**src/rtl/utf8d_pkg.sv**
```systemverilog
package utf8d_pkg;

  localparam int unsigned CpWidth   = 21;
  localparam int unsigned UsedWidth = 3;

  localparam logic [CpWidth-1:0] Replacement = 21'h00FFFD;

  // sequence lengths, held in the state register and given as bytes used
  localparam logic [2:0] LenNone = 3'd0;
  localparam logic [2:0] LenOne  = 3'd1;
  localparam logic [2:0] LenTwo  = 3'd2;
  localparam logic [2:0] LenThr  = 3'd3;
  localparam logic [2:0] LenFour = 3'd4;

  typedef struct packed {
    logic [2:0]         seq_len;
    logic [1:0]         conts;
    logic [CpWidth-1:0] accum;
  } seq_t;

  // results caused by one input byte: err_cnt replacements, then optionally one final result
  typedef struct packed {
    logic [1:0]           err_cnt;
    logic                 fin_valid;
    logic [CpWidth-1:0]   fin_cp;
    logic [UsedWidth-1:0] fin_used;
  } run_t;

endpackage

```
**src/rtl/utf8_stream_decoder_unit.sv**
```systemverilog
// UTF-8 stream decoder: takes one byte per beat and gives one code point per output beat.
// While the output is not stalled, a byte is accepted every cycle when it causes at most
// one result, and the result register sends one per cycle; a byte that ends a broken or
// truncated sequence causes up to four results (replacements first, then its own result),
// and the input stalls until the last is sent. Decoder state moves on per accepted byte.
module utf8_stream_decoder_unit (
  input  logic                             clk_i,
  input  logic                             rst_ni,
  input  logic                             in_valid_i,
  output logic                             in_stall_o,
  input  logic [7:0]                       in_byte_i,
  input  logic                             buffer_end_i,
  output logic                             out_valid_o,
  input  logic                             out_stall_i,
  output logic [utf8d_pkg::CpWidth-1:0]    code_point_o,
  output logic [utf8d_pkg::UsedWidth-1:0]  bytes_used_o,
  output logic                             run_last_o
);
  import utf8d_pkg::*;

  seq_t seq_q, seq_d;
  run_t run_q, run_d, step_run;
  logic in_take;
  logic out_take;

  utf8d_step u_step (
    .seq_i       (seq_q),
    .in_byte_i   (in_byte_i),
    .buffer_end_i(buffer_end_i),
    .seq_o       (seq_d),
    .run_o       (step_run)
  );

  assign out_valid_o  = (run_q.err_cnt != 2'd0) || run_q.fin_valid;
  assign run_last_o   = (run_q.err_cnt == 2'd0) || (run_q.err_cnt == 2'd1 && !run_q.fin_valid);
  assign code_point_o = (run_q.err_cnt != 2'd0) ? Replacement : run_q.fin_cp;
  assign bytes_used_o = (run_q.err_cnt != 2'd0) ? LenOne : run_q.fin_used;

  assign out_take   = out_valid_o && !out_stall_i;
  // the run register frees up on the beat that sends its last result
  assign in_stall_o = out_valid_o && !(out_take && run_last_o);
  assign in_take    = in_valid_i && !in_stall_o;

  always_comb begin
    run_d = run_q;
    if (in_take) begin
      run_d = step_run;
    end else if (out_take) begin
      if (run_q.err_cnt != 2'd0) begin
        run_d.err_cnt = run_q.err_cnt - 2'd1;
      end else begin
        run_d.fin_valid = 1'b0;
      end
    end
  end

  always_ff @(posedge clk_i or negedge rst_ni) begin
    if (!rst_ni) begin
      seq_q <= '0;
      run_q <= '0;
    end else begin
      if (in_take) begin
        seq_q <= seq_d;
      end
      run_q <= run_d;
    end
  end

  a_run_continues: assert property (@(posedge clk_i) disable iff (!rst_ni)
    out_take && !run_last_o |=> out_valid_o)
    else $error("run ended before its last result");

  a_take_when_free: assert property (@(posedge clk_i) disable iff (!rst_ni)
    in_take |-> (!out_valid_o || (out_take && run_last_o)))
    else $error("byte accepted while results still pending");

  a_multi_alone: assert property (@(posedge clk_i) disable iff (!rst_ni)
    out_valid_o && bytes_used_o != LenOne |-> run_last_o)
    else $error("multi-byte result not alone in its run");

  a_err_replacement: assert property (@(posedge clk_i) disable iff (!rst_ni)
    out_valid_o && !run_last_o |-> code_point_o == Replacement && bytes_used_o == LenOne)
    else $error("leading result of a run is not a replacement");

endmodule

```
**src/rtl/utf8d_step.sv**
```systemverilog
module utf8d_step (
  input  utf8d_pkg::seq_t seq_i,
  input  logic [7:0]      in_byte_i,
  input  logic            buffer_end_i,
  output utf8d_pkg::seq_t seq_o,
  output utf8d_pkg::run_t run_o
);
  import utf8d_pkg::*;

  logic       pending;
  logic       is_cont;
  logic [2:0] conts_inc;
  logic [2:0] lead_len;
  logic [CpWidth-1:0] lead_bits;
  logic [CpWidth-1:0] accum_ext;

  assign pending   = (seq_i.seq_len >= LenTwo) && (seq_i.seq_len <= LenFour);
  assign is_cont   = (in_byte_i[7:6] == 2'b10);
  assign conts_inc = {1'b0, seq_i.conts} + 3'd1;
  assign accum_ext = {seq_i.accum[CpWidth-7:0], in_byte_i[5:0]};

  always_comb begin
    priority if (in_byte_i[7:5] == 3'b110) begin
      lead_len  = LenTwo;
      lead_bits = {16'd0, in_byte_i[4:0]};
    end else if (in_byte_i[7:4] == 4'b1110) begin
      lead_len  = LenThr;
      lead_bits = {17'd0, in_byte_i[3:0]};
    end else if (in_byte_i[7:3] == 5'b11110) begin
      lead_len  = LenFour;
      lead_bits = {18'd0, in_byte_i[2:0]};
    end else begin
      lead_len  = LenNone;
      lead_bits = '0;
    end
  end

  always_comb begin
    seq_o = '0;
    run_o = '0;
    if (pending && is_cont) begin
      if ((conts_inc + 3'd1) >= seq_i.seq_len) begin
        run_o.fin_valid = 1'b1;
        run_o.fin_cp    = accum_ext;
        run_o.fin_used  = seq_i.seq_len;
      end else if (buffer_end_i) begin
        // truncated at buffer end: lead plus every continuation so far
        run_o.err_cnt = 2'(conts_inc + 3'd1);
      end else begin
        seq_o.seq_len = seq_i.seq_len;
        seq_o.conts   = conts_inc[1:0];
        seq_o.accum   = accum_ext;
      end
    end else begin
      if (pending) begin
        run_o.err_cnt = 2'(conts_inc);
      end
      if (!in_byte_i[7]) begin
        run_o.fin_valid = 1'b1;
        run_o.fin_cp    = {13'd0, in_byte_i};
        run_o.fin_used  = LenOne;
      end else if (lead_len == LenNone || buffer_end_i) begin
        run_o.fin_valid = 1'b1;
        run_o.fin_cp    = Replacement;
        run_o.fin_used  = LenOne;
      end else begin
        seq_o.seq_len = lead_len;
        seq_o.accum   = lead_bits;
      end
    end
  end

endmodule
```
**config.mk**
```make
export PLATFORM = sky130hd
export DESIGN_NAME = utf8_stream_decoder_unit
export DESIGN_NICKNAME = d
export VERILOG_FILES = /design/src/rtl/utf8d_pkg.sv /design/src/rtl/utf8_stream_decoder_unit.sv /design/src/rtl/utf8d_step.sv
export SDC_FILE = /design/constraint.sdc
export NUM_CORES = 1
export LEC_CHECK = 0
export BUFFER_PORTS_ARGS = -buffer_cell sky130_fd_sc_hd__buf_4
export CAP_MARGIN = 40
export CORE_MARGIN = 3
export CORE_UTILIZATION = 52
export DETAILED_ROUTE_END_ITERATION = 8
export HOLD_SLACK_MARGIN = 0.03
export PLACE_DENSITY = 0.75
export RECOVER_POWER = 25
export SLEW_MARGIN = 30
export SYNTH_ARGS = -nofsm -noshare
export SYNTH_HDL_FRONTEND = slang
export SYNTH_SLANG_ARGS = --single-unit
```
**constraint.sdc**
```tcl
create_clock -name clk_i -period 2.75 [get_ports clk_i]
set_input_delay 0.275 -clock clk_i [delete_from_list [all_inputs] [get_ports clk_i]]
set_output_delay 0.275 -clock clk_i [all_outputs]
set_load 0.02 [all_outputs]
```
* Yosys cells after proc, flatten, opt, wreduce, memory -nomap -nowiden
Cells that the tools add are included.
** Storage, ports and cells
- Bits of input ports :: 13
- Word-level logic and storage cells :: 70
- Output and inout bits :: 27
- Bits in registers :: 47
** Cells by class
- Add/sub/neg operators :: 3
- Equal/unequal tests :: 7
- $lt $le $gt $ge :: 3
- Reduce and logical (&&, ||, !) cells :: 22
- Muxes and demuxes :: 28
** Operators by type and width (count)
- $mux W25 :: 3
- $mux W15 :: 4
- $mux W26 :: 2
- $mux W3 :: 10
- $mux W27 :: 1
- $mux W21 :: 1
- $mux W2 :: 5
- $logic_and A1 B1 Y1 :: 7
- $reduce_and A2 Y1 :: 3
- $reduce_bool A2 Y1 :: 3
- $eq A5 B5 Y1 const B :: 1
- $eq A4 B4 Y1 const B :: 1
- $logic_not A1 Y1 :: 4
- $mux W4 :: 1
- $add A2 B1 Y3 const B :: 1
- $add A3 B1 Y3 const B :: 1
- $eq A3 B3 Y1 const B :: 1
- $ge A3 B2 Y1 const B :: 1
- $ge A3 B3 Y1 :: 1
- $le A3 B3 Y1 const B :: 1
- $logic_not A3 Y1 :: 1
- $logic_or A1 B1 Y1 :: 3
- $ne A3 B3 Y1 const B :: 1
- $eq A2 B1 Y1 const B :: 1
- 5 further kinds :: 5

* Longest topological paths before layout
Gate-level depths: netlist (run 1).
- Depth in word-level cells :: 10
- Mapped depth :: 10

* Cells and area by module
Synthesis (run 1) repeated with hierarchy kept, for this count alone.
** Second synthesis, totals
- Cells, all modules :: 280
- Area, all modules :: 3296.9 µm²
** Modules (own cells, without submodules)
- utf8_stream_decoder_unit :: area each 2446.1 µm², cells an instance 154, times used 1
- utf8d_step :: area each 850.8 µm², cells an instance 126, times used 1

* Worst setup path after synthesis (run 1)
Ideal clock, no wire load.
- Path type :: register to register
- Start :: register seq_q[21] in the netlist's numbering
- End :: register run_q[9] in the netlist's numbering
- Path slack :: 232 ps
- Arrival :: 2392 ps
- Stages on the path, launching flop included :: 11
- Library setup time :: 126 ps
- Period minus slack after synthesis :: 2518 ps
- Cells stage by stage :: dfrtp_1 inv_1 ha_1 or2_2 ha_1 a21oi_1 o21ai_1 and3_1 buf_2 buf_2 a221o_1
** On the way
- Cells in the longest elaborated chain, start to end :: 5
** RTL lines
- from (decl) :: line utf8_stream_decoder_unit.sv:21 : seq_t seq_q, seq_d;
- from (signal assigned) :: line utf8_stream_decoder_unit.sv:63 : seq_q <= seq_d;
- $add A2 B1 Y3 :: line utf8d_step.sv:19 : assign conts_inc = {1'b0, seq_i.conts} + 3'd1;
- $add A3 B1 Y3 :: line utf8d_step.sv:42 : if ((conts_inc + 3'd1) >= seq_i.seq_len) begin
- $ge A3 B3 Y1 :: line utf8d_step.sv:42
- $mux W25 :: line utf8d_step.sv:42
- $mux W27 :: line utf8d_step.sv:41 : if (pending && is_cont) begin
- to (signal assigned) :: line utf8_stream_decoder_unit.sv:65 : run_q <= run_d;
- to (decl) :: line utf8_stream_decoder_unit.sv:22 : run_t run_q, run_d, step_run;
No other way between the ends.
A chain may end at the register's enable or synchronous reset.

* Final worst setup path (run 1)
- Start :: register seq_q[21] in the netlist's numbering
- End :: register seq_q[22] in the netlist's numbering
** On the way
- Cells in the longest elaborated chain, start to end :: 5
- Elaborated cells between the ends (all ways) :: 6
** RTL lines (line)
- $add A2 B1 Y3 * :: utf8d_step.sv:19
- $add A3 B1 Y3 :: utf8d_step.sv:42
- $ge A3 B3 Y1 :: utf8d_step.sv:42
- $mux W26 * :: utf8d_step.sv:42
- $mux W2 * :: utf8d_step.sv:41
Mark *: on every way between the ends. The rest lies on a longest branch, timed or not. The select of a mux whose other input is x is not followed.

==> impl_metrics.toml, run 1 <==
[floorplanning]
num_rows = 24
initial_core_util_pct = 54.8
fp.dieH_um = 74.2
coreArea_um2 = 4410
dieWidth_um = 74.2
pin_count = 40
die_area_um2 = 5500

[layout]
finish.utilization_pct = 65.2
area_growth_pct = 19.1
n_antenna_cell = 0
layout.nets = 306
drive_above_1_share_pct = 21.3
final_cell_mix = "dfrtp_1 (46), buf_4 (42), nand2_1 (38)"
layout_commonest_cell = "dfrtp_1"
num-fill-cells = 378

[critical_path]
startpoint_type = "flip-flop"
cp_common_cell = "ha_1"
critPathKind = "flip-flop to flip-flop"
r2r.worst_path.cells = 9
slowest_delay_ns = 0.43
r2r_end = "seq_q[22]"
cp.arrival_ns = 2.65
cp-end-kind = "flip-flop"
critical_path.cell_chain = "inv_1 -> ha_1 -> or2_2 -> ha_1 -> a21oi_2 -> o21ai_2 -> or3_1 -> buf_4 -> o31ai_1"
cp_max_fo = 8
r2r-start = "seq_q[21]"
cp_data_required_time_ns = 2.95
r2r_slack_ns = 0.30
critPathSlowestCell = "dfrtp_2"

[synth]
synth_edf_count = 0
synth-adder-area-share_pct = 3.62
synthFlopType = "dfrtp_1"
synthMuxAreaShare_pct = 2.07
yosysWarningCount = 0
synth_area_um2 = 2420
synthCells = 249
synth_area_per_cell_um2 = 9.71
synth_fp_nets = 269
synthXorXnorAreaFrac_pct = 0.362
ys_async_sr_fraction_pct = 100
yosysSeqAreaShare_pct = 48.7
synth_compound_area_share_pct = 20.3
synth_top_family_by_area = "simple AND/OR/NAND/NOR gates"
synth_cell_types = 43
synth-simple-area-share_pct = 20.9
synth-seq-cells = 47

[min_path]
hp-class = "input pin to flip-flop"
holdPathStages = 3
worstHoldEndpoint = "run_q[24]"
hold_start = "out_stall_i"

[clocking]
post-cts-setup-buffers = 0
htreeDepth = 2
clk_latency_ns = 0.30
clock_path_buffers = 2
cts_tree = "done"
cts_sinks = 47
cts_inserted_buffers = 5
path_clk_slew_ns = 0.09
clock-root-buffer = "clkbuf_8"

[global_route]
overflow = 0
antenna_found_initial = 0
grt_pass1_wl_um = 8780
grt_usage_pct = 20.9
grt_max_degree = 49
grt_pass1_vias = 1769

[sta]
final-setup-viol-count = 0
rsz0062_at_grt = "no"
slew_headroom_pct = 24.5
drv_slew = 0
period_minus_slack_ns = 2.45
fmax_mhz = 408
tns_ns = 0
hold_viol = 0
skew_ns = 0.0109
period_share_pct = 89.2
tightest_slew_ns = 1.13

[status]
status = "finished clean"

[power]
vdd_drop_max_v = 0.000421
switchingPower_mw = 1.10
powerDensity_nw_per_um2 = 947
switching_share_pct = 40.5
pwr-share-comb_pct = 49.4
seqPwrFrac_pct = 36.0
p_int_mw = 1.62
p_clk_share_pct = 14.5
p_leak_nw = 1.34

[route]
dr.first_iter.drc_count = 151
ant_nets = 0
routed_wl_um = 5220
first_pass_iters = 4
wl_per_cell_um = 15.4
dr_total_vias = 1916
drc = 0
viasPerCell = 5.67

[place]
portBuffers = 39
gp_congestion = 0.803
dp_hpwl_um = 3750

[job]
drv_cap = 0
==> area by class of cell <==
type,instances,area [um2],share of cell area [%]
clock inverters,2,13.8,0.478
clock buffers,5,68.8,2.39
well taps,52,65.1,2.26
multi-input cells,180,1160,40.3
flip-flops and latches,47,1180,40.9
repair buffers,46,370,12.9
inverters,6,22.5,0.782
==> through the flow <==
| stage | power [mW] | setup WS, ns | hold slack, ns | instances | area (um2) |
|---|---|---|---|---|---|
| CTS | 2.73 | 0.123 | 0.251 | 338 | 2870 |
| global route | 2.91 | 0.0966 | 0.275 | 338 | 2880 |
| floorplan | 1.84 | 0.232 | -0.0206 | 249 | 2420 |
| global placement | 2.31 | 0.249 | 0.314 | 330 | 2780 |
| finish | 2.73 | 0.297 | 0.254 | 338 | 2880 |
| detailed placement | 2.34 | 0.135 | 0.311 | 330 | 2780 |
==> critical path: cells and delay by family (launching register included) <==
kind,cells,cell delay [ns]
AO/OA/AOI/OAI,3,0.48
adder cells (fa/ha/maj),2,0.51
buffers and inverters,2,0.28
flip-flops,1,0.43
AND/OR/NAND/NOR,2,0.65
==> Yosys cell counts (all sizes together) (2+ instances only) <==
| library cell | count | area [um2] |
|---|---|---|
| nor4 | 4 | 25.0 |
| nand2 | 38 | 143 |
| nor2 | 5 | 18.8 |
| nor2b | 4 | 25.0 |
| a31oi | 3 | 25.0 |
| a22o | 7 | 61.3 |
| o21ai | 22 | 110 |
| inv | 6 | 22.5 |
| and2 | 10 | 62.6 |
| nand3 | 3 | 15.0 |
| a21boi | 3 | 22.5 |
| a21oi | 13 | 65.1 |
| clkbuf | 6 | 22.5 |
| or3 | 3 | 18.8 |
| a221o | 10 | 100 |
| nand2b | 20 | 125 |
| or2 | 2 | 12.5 |
| and3 | 2 | 12.5 |
| dfrtp | 47 | 1180 |
| buf | 10 | 53.8 |
| mux2i | 5 | 50.1 |
| a21o | 3 | 22.5 |
| o31ai | 2 | 20.0 |
| ha | 7 | 87.6 |
==> registers in the layout, indices dropped and copies added, names as in the netlist <==
| register | flops |
|---|---|
| run_q | 27 |
| seq_q | 20 |
==> power groups by stage <==
stage          Clock (mW)  Combinational [mW]  Sequential (mW)
2_1_floorplan           0               0.887            0.949
4_1_cts             0.403                1.35            0.979
3_3_place_gp            0                1.33            0.988
6_report            0.396                1.35            0.982
3_5_place_dp            0                1.35            0.989
5_1_grt             0.429                1.48             1.00
==> worst max-delay path by stage <==
stage               startpoint         to  slack (ns)  cells after the start
floorplan            seq_q[21]   run_q[9]        0.23                     10
global placement     seq_q[21]  seq_q[22]        0.25                      9
detailed placement   seq_q[21]  run_q[10]        0.13                      9
CTS                  seq_q[21]  seq_q[22]        0.12                      9
global route         seq_q[21]  seq_q[10]         0.1                      9
finish               seq_q[21]  seq_q[22]        0.30                      9
==> timing repair <==
action,CTS,global route
endpoints found under the setup margin,0,32
hold buffers,1,0
resized for setup,0,3
endpoints found under the hold margin,47,0
==> per-layer routing <==
layer  part of all wire [%]  wire [um]  vias up  track usage (%)
met1                     49       2540      910             31.1
li1                       -          -      953                -
met5                      0          0        -                0
met4                   0.92         48        0             4.63
met2                     45       2340       46             31.9
met3                    5.6        291        7             4.05
==> cells by family (layout without fill, tap and decap cells) <==
group,after synthesis,after routing
AND/OR/NAND/NOR,97,97
XOR/XNOR,1,1
buffers and inverters,22,59
AO/OA/AOI/OAI,70,70
flip-flops,47,47
adder cells (fa/ha/maj),7,7
multiplexers,5,5
Note: power is estimated with default switching activity, not from simulation.
==> inputs of run 2 (changes only) <==
Settings changed: PLACE_DENSITY 0.75 to 0.74, SYNTH_HIERARCHICAL set to 1.
Clock period 2.75 ns to 2.7 ns, I/O delays scaled along.
==> impl_metrics.toml, run 2 <==
[critical_path]
r2r.worst_path.cells = 10
path_buf_inv = 2
r2r-start = "seq_q[21]"
startpoint = "seq_q[21]"
cp_common_cell = "ha_1"
cp_max_fo = 15
cp.arrival_ns = 2.75
cp.depth = 10
critical_path.cell_chain = "inv_1 -> ha_1 -> or2_2 -> ha_1 -> a21o_1 -> a31o_4 -> nor3_2 -> buf_4 -> and2_1 -> mux2_4"
cp_top_family = "simple AND/OR/NAND/NOR gates"
r2r_slack_ns = 0.14
critPathSlowestCell = "dfrtp_1"
crit_path_end = "seq_q[10]"
critPathKind = "flip-flop to flip-flop"
startpoint_type = "flip-flop"
cp_data_required_time_ns = 2.89
slowest_delay_ns = 0.48
cp-end-kind = "flip-flop"
r2r_end = "seq_q[10]"

[power]
vdd_drop_max_v = 0.000690
p_int_mw = 1.84
powerDensity_nw_per_um2 = 868
seqPwrFrac_pct = 32.8
switchingPower_mw = 1.15
switching_share_pct = 38.5
p_total_mw = 2.99
p_clk_share_pct = 13.7
p_leak_nw = 1.70
pwr-share-comb_pct = 53.5

[route]
dr.first_iter.drc_count = 140
wl_met3_um = 282
top_layer = "met4"
first_pass_iters = 4
routed_wl_um = 5800
viasPerCell = 5.29
ant_nets = 0
drc = 0
wl_per_cell_um = 15.6
wl_met2_um = 2530
dr_total_vias = 1961
wl_met1_um = 2920

[clocking]
clock_path_buffers = 2
clock-root-buffer = "clkbuf_8"
cts_inserted_buffers = 5
clk_latency_ns = 0.30
cts_sinks = 47
htreeDepth = 2
path_clk_slew_ns = 0.09
cts_tree = "done"

[layout]
n_antenna_cell = 0
final_cell_mix = "dfrtp_1 (47), buf_4 (44), mux2_4 (43)"
multi_input_area_um2 = 1680
largest_reg_flops = 27
layout_commonest_cell = "dfrtp_1"
layout.nets = 319
area_growth_pct = 13.9
top_regs = "run_q: 27 flops, seq_q: 20 flops"
regMostFlops = "run_q"
seqCellArea_um2 = 1180
drive_above_1_share_pct = 39.5
finish.utilization_pct = 61.7
num-fill-cells = 454

[place]
gp_congestion = 0.797
portBuffers = 39
dp_slack_ns = 0.0661
dp_hpwl_um = 4070

[status]
status = "finished clean"

[sta]
hold_viol = 0
tns_ns = 0
skew_ns = 0.00794
rsz0062_at_grt = "no"
final-setup-viol-count = 0
worst_slack_ns = 0.140
hold_ws_ns = 0.361
period_minus_slack_ns = 2.56
fmax_mhz = 391
drv_slew = 0
tightest_slew_ns = 1.15
period_share_pct = 94.8
slew_headroom_pct = 23.1

[floorplanning]
dieWidth_um = 82.2
initial_core_util_pct = 54.2
die_area_um2 = 6760
pin_count = 40
num_rows = 27
coreArea_um2 = 5570
fp.dieH_um = 82.2

[job]
drv_cap = 0

[synth]
yosysWarningCount = 6
synth_area_per_cell_um2 = 11.5
synth_fp_nets = 282
synthCells = 262
synth_area_um2 = 3020

[global_route]
grt_usage_pct = 18.6
grt_pass1_wl_um = 9500
antenna_found_initial = 0
grt_pass1_vias = 1864
grt_max_degree = 48
overflow = 0

[min_path]
hp-class = "input pin to flip-flop"
-- run 2: worst min path at each step --
stage                  from        end  slack [ns]  cells after the start
4_1_cts        in_byte_i[1]   seq_q[1]        0.34                      4
6_report       in_byte_i[1]   seq_q[1]        0.36                      4
5_1_grt        in_byte_i[0]   seq_q[0]        0.36                      4
3_5_place_dp         rst_ni  run_q[19]        0.32                      1
2_1_floorplan        rst_ni   run_q[0]       -0.03                      0
3_3_place_gp         rst_ni  run_q[20]        0.32                      1
-- run 2: what timing repair did --
item                                    4_1_cts  5_1_grt
hold endpoints to repair                     47        0
endpoints found under the setup margin        0       19
buffers inserted                              0        0
hold buffers                                  1        0
gates resized for setup                       0        2
-- run 2: stage by stage --
step                cell area, um2  std cells
floorplan                     3020        262
global placement              3330        363
detailed placement            3330        363
CTS                           3420        371
global route                  3440        371
finish                        3440        371
-- run 2: worst min-delay path: stages --
cell and delay (ns):
buf_4 0.09, nand2_1 0.05, nor2_1 0.08, mux2_4 0.14
-- run 2: routing by layer --
metal  track usage [%]  vias up
li1                  -      971
met4              5.98        0
met2              27.0       50
met3              3.36        5
met1              27.9      935
met5                 0        -
-- run 2: cell type report --
type                    instances  area share, %
inverters                      12           1.31
clock inverters                 2          0.400
repair buffers                 47           10.6
well taps                      72           2.62
multi-input cells             186           48.8
clock buffers                   5           2.00
flip-flops and latches         47           34.2
-- run 2: power by group through the flow --
stage               clock network [mW]  logic, mW  registers [mW]
finish                           0.410       1.60           0.979
global route                     0.455       1.73           0.998
CTS                              0.426       1.60           0.979
detailed placement                   0       1.59           0.991
global placement                     0       1.56           0.983
floorplan                            0       1.20           0.955
